## config.mk

```make
export PLATFORM = sky130hd
export DESIGN_NAME = sliding_window_p95_monitor
export DESIGN_NICKNAME = d
export VERILOG_FILES = /design/src/sw95_pkg.sv /design/src/sw95_ctrl.sv /design/src/sw95_dp.sv /design/src/sliding_window_p95_monitor.sv
export SDC_FILE = /design/constraint.sdc
export NUM_CORES = 2
export LEC_CHECK = 0
export BUFFER_PORTS_ARGS = -buffer_cell sky130_fd_sc_hd__buf_4
export CAP_MARGIN = 10
export CORE_ASPECT_RATIO = 2
export CORE_MARGIN = 1
export CORE_UTILIZATION = 55
export CTS_BUF_LIST = sky130_fd_sc_hd__clkbuf_4 sky130_fd_sc_hd__clkbuf_8 sky130_fd_sc_hd__clkbuf_16
export DETAILED_ROUTE_END_ITERATION = 12
export PLACE_DENSITY = 0.71
export SLEW_MARGIN = 0
export SYNTH_ARGS = -nofsm -noshare
export SYNTH_HDL_FRONTEND = slang
export SYNTH_SLANG_ARGS = --single-unit
```

## constraint.sdc

```tcl
create_clock -name i_clk -period 24.7 [get_ports i_clk]
set_input_delay 2.47 -clock i_clk [delete_from_list [all_inputs] [get_ports i_clk]]
set_output_delay 2.47 -clock i_clk [all_outputs]
set_load 0.01 [all_outputs]
```

## src/sw95_pkg.sv

```systemverilog
package sw95_pkg;

    localparam int RING_DEPTH  = 120;
    localparam int SAMPLE_BITS = 24;

    // Port field widths
    localparam int WIN_W      = 7;
    localparam int TH_W       = 24;
    localparam int US_W       = 24;
    localparam int CFG_IDX_W  = 2;
    localparam int CFG_DATA_W = 24;

    // Internal widths
    localparam int CNT_W  = $clog2(RING_DEPTH + 1);
    localparam int ADDR_W = (RING_DEPTH > 1) ? $clog2(RING_DEPTH) : 1;
    localparam int BIT_W  = (SAMPLE_BITS > 1) ? $clog2(SAMPLE_BITS) : 1;
    localparam int WIDE_W = (CNT_W > WIN_W) ? CNT_W : WIN_W;
    localparam int VAL_W  = (SAMPLE_BITS > US_W) ? SAMPLE_BITS : US_W;

    // Rank = floor(95 * (n - 1) / 100): the divide by 100 is a multiply by a
    // rounded-up reciprocal of 2^24 / 100, exact for every n up to 1024.
    localparam int K_NUM   = 95;
    localparam int K_MUL   = 167773;
    localparam int K_SHIFT = 24;
    localparam int X_W     = CNT_W + 7;
    localparam int PROD_W  = X_W + 18;

    // Configuration register indexes
    localparam logic [CFG_IDX_W-1:0] CFG_WINDOW_LAST  = 2'd0;
    localparam logic [CFG_IDX_W-1:0] CFG_MIN_COUNT    = 2'd1;
    localparam logic [CFG_IDX_W-1:0] CFG_THRESHOLD_US = 2'd2;

    localparam logic [WIN_W-1:0] RST_WINDOW_LAST  = 7'd20;
    localparam logic [WIN_W-1:0] RST_MIN_COUNT    = 7'd5;
    localparam logic [TH_W-1:0]  RST_THRESHOLD_US = 24'd10000;

    typedef struct packed {
        logic [WIN_W-1:0] window_last;
        logic [WIN_W-1:0] min_count;
        logic [TH_W-1:0]  threshold_us;
    } t_cfg;

    typedef struct packed {
        logic write;      // store sample, advance pointer and count
        logic load_k;     // load target rank from window size
        logic scan_init;  // rewind read pointer, clear bin count
        logic issue;      // read one window entry
        logic decide;     // settle one result bit, rewind for next pass
        logic finish;     // apply degrade check
    } t_cmd;

    typedef struct packed {
        logic issue_last;
        logic bit_last;
    } t_sts;

    function automatic logic [CNT_W-1:0] rank_of(input logic [CNT_W-1:0] n);
        logic [X_W-1:0]    x;
        logic [PROD_W-1:0] prod;
        x    = X_W'(n - CNT_W'(1)) * X_W'(K_NUM);
        prod = PROD_W'(x) * PROD_W'(K_MUL);
        return CNT_W'(prod >> K_SHIFT);
    endfunction

endpackage

```

## src/sw95_ctrl.sv

```systemverilog
module sw95_ctrl (
    input  logic            i_clk,
    input  logic            i_rst_n,
    input  logic            i_in_valid,
    input  logic            i_out_free,
    input  sw95_pkg::t_sts  i_sts,
    output sw95_pkg::t_cmd  o_cmd,
    output logic            o_in_ready,
    output logic            o_out_load
);
    import sw95_pkg::*;

    localparam logic [2:0] ST_IDLE   = 3'd0;
    localparam logic [2:0] ST_PREP   = 3'd1;
    localparam logic [2:0] ST_SCAN   = 3'd2;
    localparam logic [2:0] ST_DRAIN  = 3'd3;
    localparam logic [2:0] ST_DECIDE = 3'd4;
    localparam logic [2:0] ST_FINISH = 3'd5;
    localparam logic [2:0] ST_OUT    = 3'd6;

    logic [2:0] r_state;
    logic [2:0] n_state;

    always_comb begin
        n_state    = r_state;
        o_cmd      = '0;
        o_in_ready = 1'b0;
        o_out_load = 1'b0;
        unique case (r_state)
            ST_IDLE: begin
                o_in_ready = 1'b1;
                if (i_in_valid) begin
                    o_cmd.write = 1'b1;
                    n_state     = ST_PREP;
                end
            end
            ST_PREP: begin
                o_cmd.load_k    = 1'b1;
                o_cmd.scan_init = 1'b1;
                n_state         = ST_SCAN;
            end
            ST_SCAN: begin
                o_cmd.issue = 1'b1;
                if (i_sts.issue_last) begin
                    n_state = ST_DRAIN;
                end
            end
            ST_DRAIN: begin
                n_state = ST_DECIDE;
            end
            ST_DECIDE: begin
                o_cmd.decide = 1'b1;
                n_state      = i_sts.bit_last ? ST_FINISH : ST_SCAN;
            end
            ST_FINISH: begin
                o_cmd.finish = 1'b1;
                n_state      = ST_OUT;
            end
            ST_OUT: begin
                if (i_out_free) begin
                    o_out_load = 1'b1;
                    n_state    = ST_IDLE;
                end
            end
            default: begin
                n_state = ST_IDLE;
            end
        endcase
    end

    always_ff @(posedge i_clk) begin
        if (!i_rst_n) begin
            r_state <= ST_IDLE;
        end else begin
            r_state <= n_state;
        end
    end

endmodule

```

## src/sw95_dp.sv

```systemverilog
module sw95_dp (
    input  logic                        i_clk,
    input  logic                        i_rst_n,
    input  sw95_pkg::t_cmd              i_cmd,
    input  sw95_pkg::t_cfg              i_cfg,
    input  logic [sw95_pkg::US_W-1:0]   i_sample_us,
    output sw95_pkg::t_sts              o_sts,
    output logic [sw95_pkg::US_W-1:0]   o_p95_us,
    output logic [sw95_pkg::CNT_W-1:0]  o_count,
    output logic [sw95_pkg::CNT_W-1:0]  o_n,
    output logic                        o_degraded
);
    import sw95_pkg::*;

    localparam logic [SAMPLE_BITS-1:0] ONES = '1;

    logic [SAMPLE_BITS-1:0] mem [RING_DEPTH];
    logic [SAMPLE_BITS-1:0] r_rd_data;

    logic [ADDR_W-1:0]      r_wp;
    logic [ADDR_W-1:0]      r_newest;
    logic [ADDR_W-1:0]      r_rd_addr;
    logic [CNT_W-1:0]       r_count;
    logic [CNT_W-1:0]       r_n;
    logic [CNT_W-1:0]       r_k;
    logic [CNT_W-1:0]       r_idx;
    logic [CNT_W-1:0]       r_zero_cnt;
    logic [BIT_W-1:0]       r_bit;
    logic [SAMPLE_BITS-1:0] r_prefix;
    logic                   r_rd_v;
    logic                   r_degraded;

    logic [CNT_W-1:0]       w_count_inc;
    logic [WIDE_W-1:0]      w_count_wide;
    logic [WIDE_W-1:0]      w_win_wide;
    logic [CNT_W-1:0]       w_n;
    logic [VAL_W-1:0]       w_sample_wide;
    logic [VAL_W-1:0]       w_prefix_wide;
    logic                   w_match;
    logic [SAMPLE_BITS-1:0] n_prefix;
    logic [ADDR_W-1:0]      w_rd_prev;

    assign w_count_inc   = (r_count < CNT_W'(RING_DEPTH)) ? r_count + CNT_W'(1) : r_count;
    assign w_count_wide  = WIDE_W'(w_count_inc);
    assign w_win_wide    = WIDE_W'(i_cfg.window_last);
    assign w_n           = (w_win_wide != '0 && w_win_wide < w_count_wide) ?
                           CNT_W'(w_win_wide) : w_count_inc;
    assign w_sample_wide = VAL_W'(i_sample_us);
    assign w_prefix_wide = VAL_W'(r_prefix);

    // Entry sits in the current bin: same upper bits as the prefix, zero at r_bit.
    assign w_match   = ((r_rd_data ^ r_prefix) & (ONES << r_bit)) == '0;
    assign w_rd_prev = (r_rd_addr == '0) ? ADDR_W'(RING_DEPTH - 1) : r_rd_addr - ADDR_W'(1);

    always_comb begin
        n_prefix = r_prefix;
        if (r_k >= r_zero_cnt) begin
            n_prefix[r_bit] = 1'b1;
        end
    end

    always_ff @(posedge i_clk) begin
        if (i_cmd.write) begin
            mem[r_wp] <= w_sample_wide[SAMPLE_BITS-1:0];
        end
        if (i_cmd.issue) begin
            r_rd_data <= mem[r_rd_addr];
        end
    end

    always_ff @(posedge i_clk) begin
        if (!i_rst_n) begin
            r_wp       <= '0;
            r_count    <= '0;
            r_n        <= '0;
            r_rd_v     <= 1'b0;
            r_degraded <= 1'b0;
        end else begin
            r_rd_v <= i_cmd.issue;
            if (i_cmd.write) begin
                r_wp    <= (r_wp == ADDR_W'(RING_DEPTH - 1)) ? '0 : r_wp + ADDR_W'(1);
                r_count <= w_count_inc;
                r_n     <= w_n;
            end
            if (i_cmd.finish && WIDE_W'(r_count) >= WIDE_W'(i_cfg.min_count)
                    && w_prefix_wide > VAL_W'(i_cfg.threshold_us)) begin
                r_degraded <= 1'b1;
            end
        end
    end

    always_ff @(posedge i_clk) begin
        if (i_cmd.write) begin
            r_newest <= r_wp;
            r_prefix <= '0;
            r_bit    <= BIT_W'(SAMPLE_BITS - 1);
        end
        if (i_cmd.load_k) begin
            r_k <= rank_of(r_n);
        end
        if (i_cmd.scan_init || (i_cmd.decide && !o_sts.bit_last)) begin
            r_rd_addr  <= r_newest;
            r_idx      <= '0;
            r_zero_cnt <= '0;
        end else begin
            if (i_cmd.issue) begin
                r_rd_addr <= w_rd_prev;
                r_idx     <= r_idx + CNT_W'(1);
            end
            if (r_rd_v && w_match) begin
                r_zero_cnt <= r_zero_cnt + CNT_W'(1);
            end
        end
        if (i_cmd.decide) begin
            r_prefix <= n_prefix;
            if (r_k >= r_zero_cnt) begin
                r_k <= r_k - r_zero_cnt;
            end
            if (r_bit != '0) begin
                r_bit <= r_bit - BIT_W'(1);
            end
        end
    end

    assign o_sts.issue_last = (r_idx == r_n - CNT_W'(1));
    assign o_sts.bit_last   = (r_bit == '0);
    assign o_p95_us         = w_prefix_wide[US_W-1:0];
    assign o_count          = r_count;
    assign o_n              = r_n;
    assign o_degraded       = r_degraded;

endmodule

```

## src/sliding_window_p95_monitor.sv

```systemverilog
// Sliding-window 95th-percentile latency monitor.
// Input channel (i_in_valid / o_in_ready): one beat carries one latency
// sample in microseconds; it is written into a 120-entry ring, oldest
// entry overwritten once the ring is full.
// Output channel (o_out_valid / i_out_ready): one beat per sample with the
// percentile of the newest window_last samples (all stored when 0), the
// stored count, the window size used and the sticky degrade flag.
// Config channel (i_cfg_valid / o_cfg_ready): index 0 window_last,
// 1 min_count, 2 threshold_us; other indexes are dropped. Write only idle.
// The rank is found by a radix select, one result bit per pass over the
// window through the ring's single read port.
// One sample is in flight at a time; the next is taken once the result sits
// in the output register, so a stalled receiver holds at most one result
// there and blocks only the sample after next.
// Reset: ring pointer, count and degrade flag clear, registers return to
// window_last 20, min_count 5, threshold_us 10000. Ring contents are left.
module sliding_window_p95_monitor (
    input  logic                              i_clk,
    input  logic                              i_rst_n,
    input  logic                              i_in_valid,
    output logic                              o_in_ready,
    input  logic [sw95_pkg::US_W-1:0]         i_sample_us,
    output logic                              o_out_valid,
    input  logic                              i_out_ready,
    output logic [sw95_pkg::US_W-1:0]         o_p95_us,
    output logic [sw95_pkg::WIN_W-1:0]        o_sample_count,
    output logic [sw95_pkg::WIN_W-1:0]        o_window_used,
    output logic                              o_degraded,
    input  logic                              i_cfg_valid,
    output logic                              o_cfg_ready,
    input  logic [sw95_pkg::CFG_IDX_W-1:0]    i_cfg_index,
    input  logic [sw95_pkg::CFG_DATA_W-1:0]   i_cfg_data
);
    import sw95_pkg::*;

    t_cfg              r_cfg;
    t_cmd              w_cmd;
    t_sts              w_sts;
    logic              w_out_free;
    logic              w_out_load;
    logic [US_W-1:0]   w_p95;
    logic [CNT_W-1:0]  w_count;
    logic [CNT_W-1:0]  w_n;
    logic [WIDE_W-1:0] w_count_wide;
    logic [WIDE_W-1:0] w_n_wide;
    logic              w_degraded;

    logic              r_out_valid;
    logic [US_W-1:0]   r_out_p95;
    logic [WIN_W-1:0]  r_out_count;
    logic [WIN_W-1:0]  r_out_n;
    logic              r_out_deg;

    // Config writes are registered directly; always ready.
    assign o_cfg_ready = 1'b1;

    always_ff @(posedge i_clk) begin
        if (!i_rst_n) begin
            r_cfg.window_last  <= RST_WINDOW_LAST;
            r_cfg.min_count    <= RST_MIN_COUNT;
            r_cfg.threshold_us <= RST_THRESHOLD_US;
        end else if (i_cfg_valid) begin
            unique case (i_cfg_index)
                CFG_WINDOW_LAST:  r_cfg.window_last  <= i_cfg_data[WIN_W-1:0];
                CFG_MIN_COUNT:    r_cfg.min_count    <= i_cfg_data[WIN_W-1:0];
                CFG_THRESHOLD_US: r_cfg.threshold_us <= i_cfg_data[TH_W-1:0];
                default: begin
                end
            endcase
        end
    end

    // Output register is free when empty or being drained this cycle.
    assign w_out_free = !r_out_valid || i_out_ready;

    sw95_ctrl u_ctrl (
        .i_clk      (i_clk),
        .i_rst_n    (i_rst_n),
        .i_in_valid (i_in_valid),
        .i_out_free (w_out_free),
        .i_sts      (w_sts),
        .o_cmd      (w_cmd),
        .o_in_ready (o_in_ready),
        .o_out_load (w_out_load)
    );

    sw95_dp u_dp (
        .i_clk       (i_clk),
        .i_rst_n     (i_rst_n),
        .i_cmd       (w_cmd),
        .i_cfg       (r_cfg),
        .i_sample_us (i_sample_us),
        .o_sts       (w_sts),
        .o_p95_us    (w_p95),
        .o_count     (w_count),
        .o_n         (w_n),
        .o_degraded  (w_degraded)
    );

    assign w_count_wide = WIDE_W'(w_count);
    assign w_n_wide     = WIDE_W'(w_n);

    always_ff @(posedge i_clk) begin
        if (!i_rst_n) begin
            r_out_valid <= 1'b0;
        end else if (w_out_load) begin
            r_out_valid <= 1'b1;
        end else if (i_out_ready) begin
            r_out_valid <= 1'b0;
        end
    end

    // Hold payload until the next result replaces it.
    always_ff @(posedge i_clk) begin
        if (w_out_load) begin
            r_out_p95   <= w_p95;
            r_out_count <= w_count_wide[WIN_W-1:0];
            r_out_n     <= w_n_wide[WIN_W-1:0];
            r_out_deg   <= w_degraded;
        end
    end

    assign o_out_valid    = r_out_valid;
    assign o_p95_us       = r_out_p95;
    assign o_sample_count = r_out_count;
    assign o_window_used  = r_out_n;
    assign o_degraded     = r_out_deg;

`ifndef NO_ASSERTIONS
    a_load_when_free: assert property (@(posedge i_clk) disable iff (!i_rst_n)
        w_out_load |-> w_out_free)
        else $error("result loaded over an untaken result");

    a_one_in_flight: assert property (@(posedge i_clk) disable iff (!i_rst_n)
        (i_in_valid && o_in_ready) |=> !o_in_ready)
        else $error("second sample taken while one is in flight");

    a_window_in_count: assert property (@(posedge i_clk) disable iff (!i_rst_n)
        w_n <= w_count)
        else $error("window larger than stored count");

    a_degrade_sticky: assert property (@(posedge i_clk) disable iff (!i_rst_n)
        $past(i_rst_n) |-> !$fell(w_degraded))
        else $error("degrade flag cleared outside reset");
`endif

endmodule

```

==> flow_metrics.py <==
metrics = {
    "status": {
        "status": "finished clean",
    },
    "sta": {
        "rsz0062_at_grt": "no",
        "slew_violations": 0,
        "hold_viol": 0,
        "setup_viol": 0,
        "setup_tns_ns": 0,
        "slew_headroom_pct": 4.88,
        "period_share_pct": 49.5,
        "fmax_ghz": 0.0817,
        "finClkSkew_ns": 0.0744,
        "period_needed_ns": 12.24,
        "tightest_slew_ns": 1.41,
    },
    "clock_tree": {
        "clockRootBuffer": "clkbuf_16",
        "cts.path.max_buffers": 4,
        "numCtsBuffers": 248,
        "clk_latency_ns": 0.92,
        "postCtsHoldBufs": 0,
        "h-tree-depth": 4,
        "cts_tree": "yes",
        "cts.repair.resized": 0,
        "clock_sinks": 3072,
        "path_clk_slew_ns": 0.07,
        "cts_setup_buffers": 0,
    },
    "grt": {
        "grt_usage_pct": 28.0,
        "grt-ovfl-total": 0,
        "grt_pass1_wl_um": 447000,
        "antenna_found_initial": 37,
        "first_global_vias": 61500,
        "grt_max_degree": 157,
    },
    "yosys": {
        "synth_area_um2": 124000,
        "avgSynthCellArea_um2": 21.7,
        "async_reset_ff_share_pct": 0,
        "ys_types": 68,
        "syn_inst": 5727,
        "synth_top_cell_by_area": "edfxtp_1",
        "syn_nets": 6089,
        "synth_edf_count": 2981,
        "synth_commonest_cells": "edfxtp_1 (2,981), mux4_2 (936), inv_1 (243)",
        "ys_seq_area_share_pct": 73.5,
        "dominantRegCellSynth": "edfxtp_1",
        "synth_area_leaders": "edfxtp_1 (72%), mux4_2 (17%), ha_1 (2.0%)",
        "synth_top_area_share_pct": 72.0,
        "ys_ff_latch": 3072,
        "synth_most_common_cell": "edfxtp_1",
        "yosys_warnings": 0,
    },
    "critical_path": {
        "crit_path_frequent_cell": "fa_1",
        "startpoint": "u_dp.o_n[0]$_SDFFE_PN0P_",
        "cpPeakStageDelay_ns": 0.56,
        "r2r_cells": 41,
        "rr_startpoint": "u_dp.o_n[0]$_SDFFE_PN0P_",
        "end_kind": "flop",
        "start_kind": "flop",
        "worstPathArrival_ns": 13.03,
        "crit_slowest_cell": "fa_1",
        "r2r_setup_slack_ns": 12.46,
        "worstSetupPathType": "flop to flop",
        "cp.required_ns": 25.49,
        "critPathMaxFanout": 14,
        "r2r_end": "u_dp.r_k[6]$_DFF_P_",
    },
    "detailed_routing": {
        "antenna_left": 0,
        "met3RoutedLength_um": 18700,
        "drt-met1-wl_um": 101000,
        "via_per_inst": 6.39,
        "dr.first_iter.drc_count": 6461,
        "route.final.wire_length_um": 317000,
        "wl_per_cell_um": 34.2,
        "num_vias": 59200,
        "topRoutingLayerUsed": "met5",
        "drc": 0,
        "routed-wl-met2_um": 172000,
        "firstDrtPassIters": 6,
    },
    "placement": {
        "hpwl_um": 195000,
        "place_congestion": 0.884,
        "portBuffers": 95,
    },
    "run": {
        "maxCapViolations": 0,
    },
    "floorplan": {
        "die_x_um": 338,
        "fp-row-count": 246,
        "start_util_pct": 55.4,
        "die_h_um": 674,
        "die_area_um2": 228000,
        "core-area_um2": 224000,
        "pin_count": 97,
    },
    "worst_hold_path": {
        "hold_path_startpoint": "r_cfg[22]$_SDFFE_PN0P_",
        "min_to": "r_cfg[22]$_SDFFE_PN0P_",
        "hold_path_class": "flop to flop",
        "holdPathStages": 2,
    },
    "cells_and_area": {
        "final_nets": 6366,
        "layout-drive-gt1-share_pct": 29.2,
        "syn_to_final_growth_pct": 11.0,
    },
}
-- flip-flops by register name, summed over array words and instances, names as in the netlist --
name,cells
u_dp.r_rd_v,1
u_dp.mem,2880
u_dp.r_idx,7
u_ctrl.r_state,3
r_cfg,38
u_dp.r_rd_data,24
u_dp.r_bit,5
u_dp.r_rd_addr,7
u_dp.r_newest,7
o_out_valid,1
u_dp.o_n,7
u_dp.r_k,7
o_sample_count,7
u_dp.r_zero_cnt,7
o_window_used,7
u_dp.r_wp,7
o_p95_us,24
u_dp.o_count,7
o_degraded,1
u_dp.o_degraded,1
u_dp.o_p95_us,24
-- critical path, delay by kind of cell, from the launching register on --
kind / cells / cell delay, ns
and+or+nand+nor: 6 / 1.37
AOI/OAI and AO/OA: 10 / 2.21
adders and majority gates: 13 / 6.09
DFF: 1 / 0.30
xor gates and xnor gates: 3 / 1.17
buffers and inverters: 9 / 1.05
-- layout by cell type (no fill, tap or decap), types with 13 or more instances in the layout --
| cell type | synthesis | layout |
|---|---|---|
| edfxtp_1 | 2981 | 2981 |
| mux4_2 | 936 | 936 |
| buf_4 | 1 | 288 |
| clkbuf_16 | 0 | 251 |
| inv_1 | 243 | 243 |
| ha_1 | 199 | 199 |
| nor2_2 | 0 | 120 |
| nand2_1 | 111 | 111 |
| nor2_1 | 232 | 111 |
| fa_1 | 108 | 108 |
| a21oi_1 | 97 | 97 |
| diode_2 | 0 | 91 |
| dfxtp_1 | 91 | 91 |
| xnor2_1 | 61 | 61 |
| o21ai_0 | 55 | 55 |
| clkinv_1 | 2 | 53 |
| clkbuf_4 | 0 | 50 |
| mux2_2 | 49 | 49 |
| xor2_1 | 36 | 36 |
| clkinv_2 | 0 | 36 |
| nand3_1 | 28 | 28 |
| bufinv_16 | 0 | 26 |
| nor2b_1 | 21 | 21 |
| a21o_1 | 20 | 20 |
| nor3_1 | 19 | 19 |
| nand4_1 | 19 | 19 |
| mux2i_1 | 19 | 19 |
| a31oi_1 | 18 | 18 |
| nand2b_1 | 17 | 17 |
| clkinvlp_4 | 0 | 13 |
-- cell families (layout without fill, tap and decap cells) --
logic type	count (synthesis)	count (layout)	share of synthesized area, %
xor gates and xnor gates	100	100	0.728
muxes	1005	1005	17.6
adders and majority gates	308	308	3.75
and+or+nand+nor	485	485	1.73
other	1	92	0.00302
DFF	3072	3072	73.5
buffers and inverters	512	985	1.57
AOI/OAI and AO/OA	244	244	1.18
-- final cells by class --
type	instances	area [um^2]
Antenna cell	91	228
Tap cell	2976	3720
Multi-Input combinational cell	2143	31300
Fill cell	15100	86400
Timing Repair Buffer	294	2280
Clock buffer	304	6700
Sequential cell	3072	91300
Inverter	245	920
Clock inverter	142	1430
-- worst max-delay path by stage --
| stage | to | depth (start not counted) |
|---|---|---|
| after floorplan | u_dp.r_k[6]$_DFF_P_ | 40 |
| after global placement | u_dp.r_k[6]$_DFF_P_ | 41 |
| after detailed placement | u_dp.r_k[6]$_DFF_P_ | 41 |
| after CTS | u_dp.r_k[6]$_DFF_P_ | 41 |
| after global routing | u_dp.r_k[6]$_DFF_P_ | 41 |
| final | u_dp.r_k[6]$_DFF_P_ | 41 |
-- metal layers --
layer | vias up | GRT usage, %
li1 | 24100 | -
met1 | 31700 | 30.7
met2 | 2699 | 51.1
met3 | 679 | 2.97
met4 | 6 | 19.2
met5 | - | 0
-- through the flow --
stage | util [%] | std cells | area (um^2) | hold slack, ns | worst slack, ns
floorplan | - | 5727 | 124000 | 0.406 | 13.41
global placement | 57.8 | 8730 | 130000 | 0.445 | 12.50
detailed placement | 57.8 | 8730 | 130000 | 0.451 | 12.39
CTS | 61.4 | 9176 | 138000 | 0.461 | 12.35
global route | 61.5 | 9263 | 138000 | 0.476 | 11.85
finish | 61.5 | 9267 | 138000 | 0.462 | 12.46
Power is not shown: default switching activity piles up to over one toggle a cycle in this logic, so the estimate is an artifact.
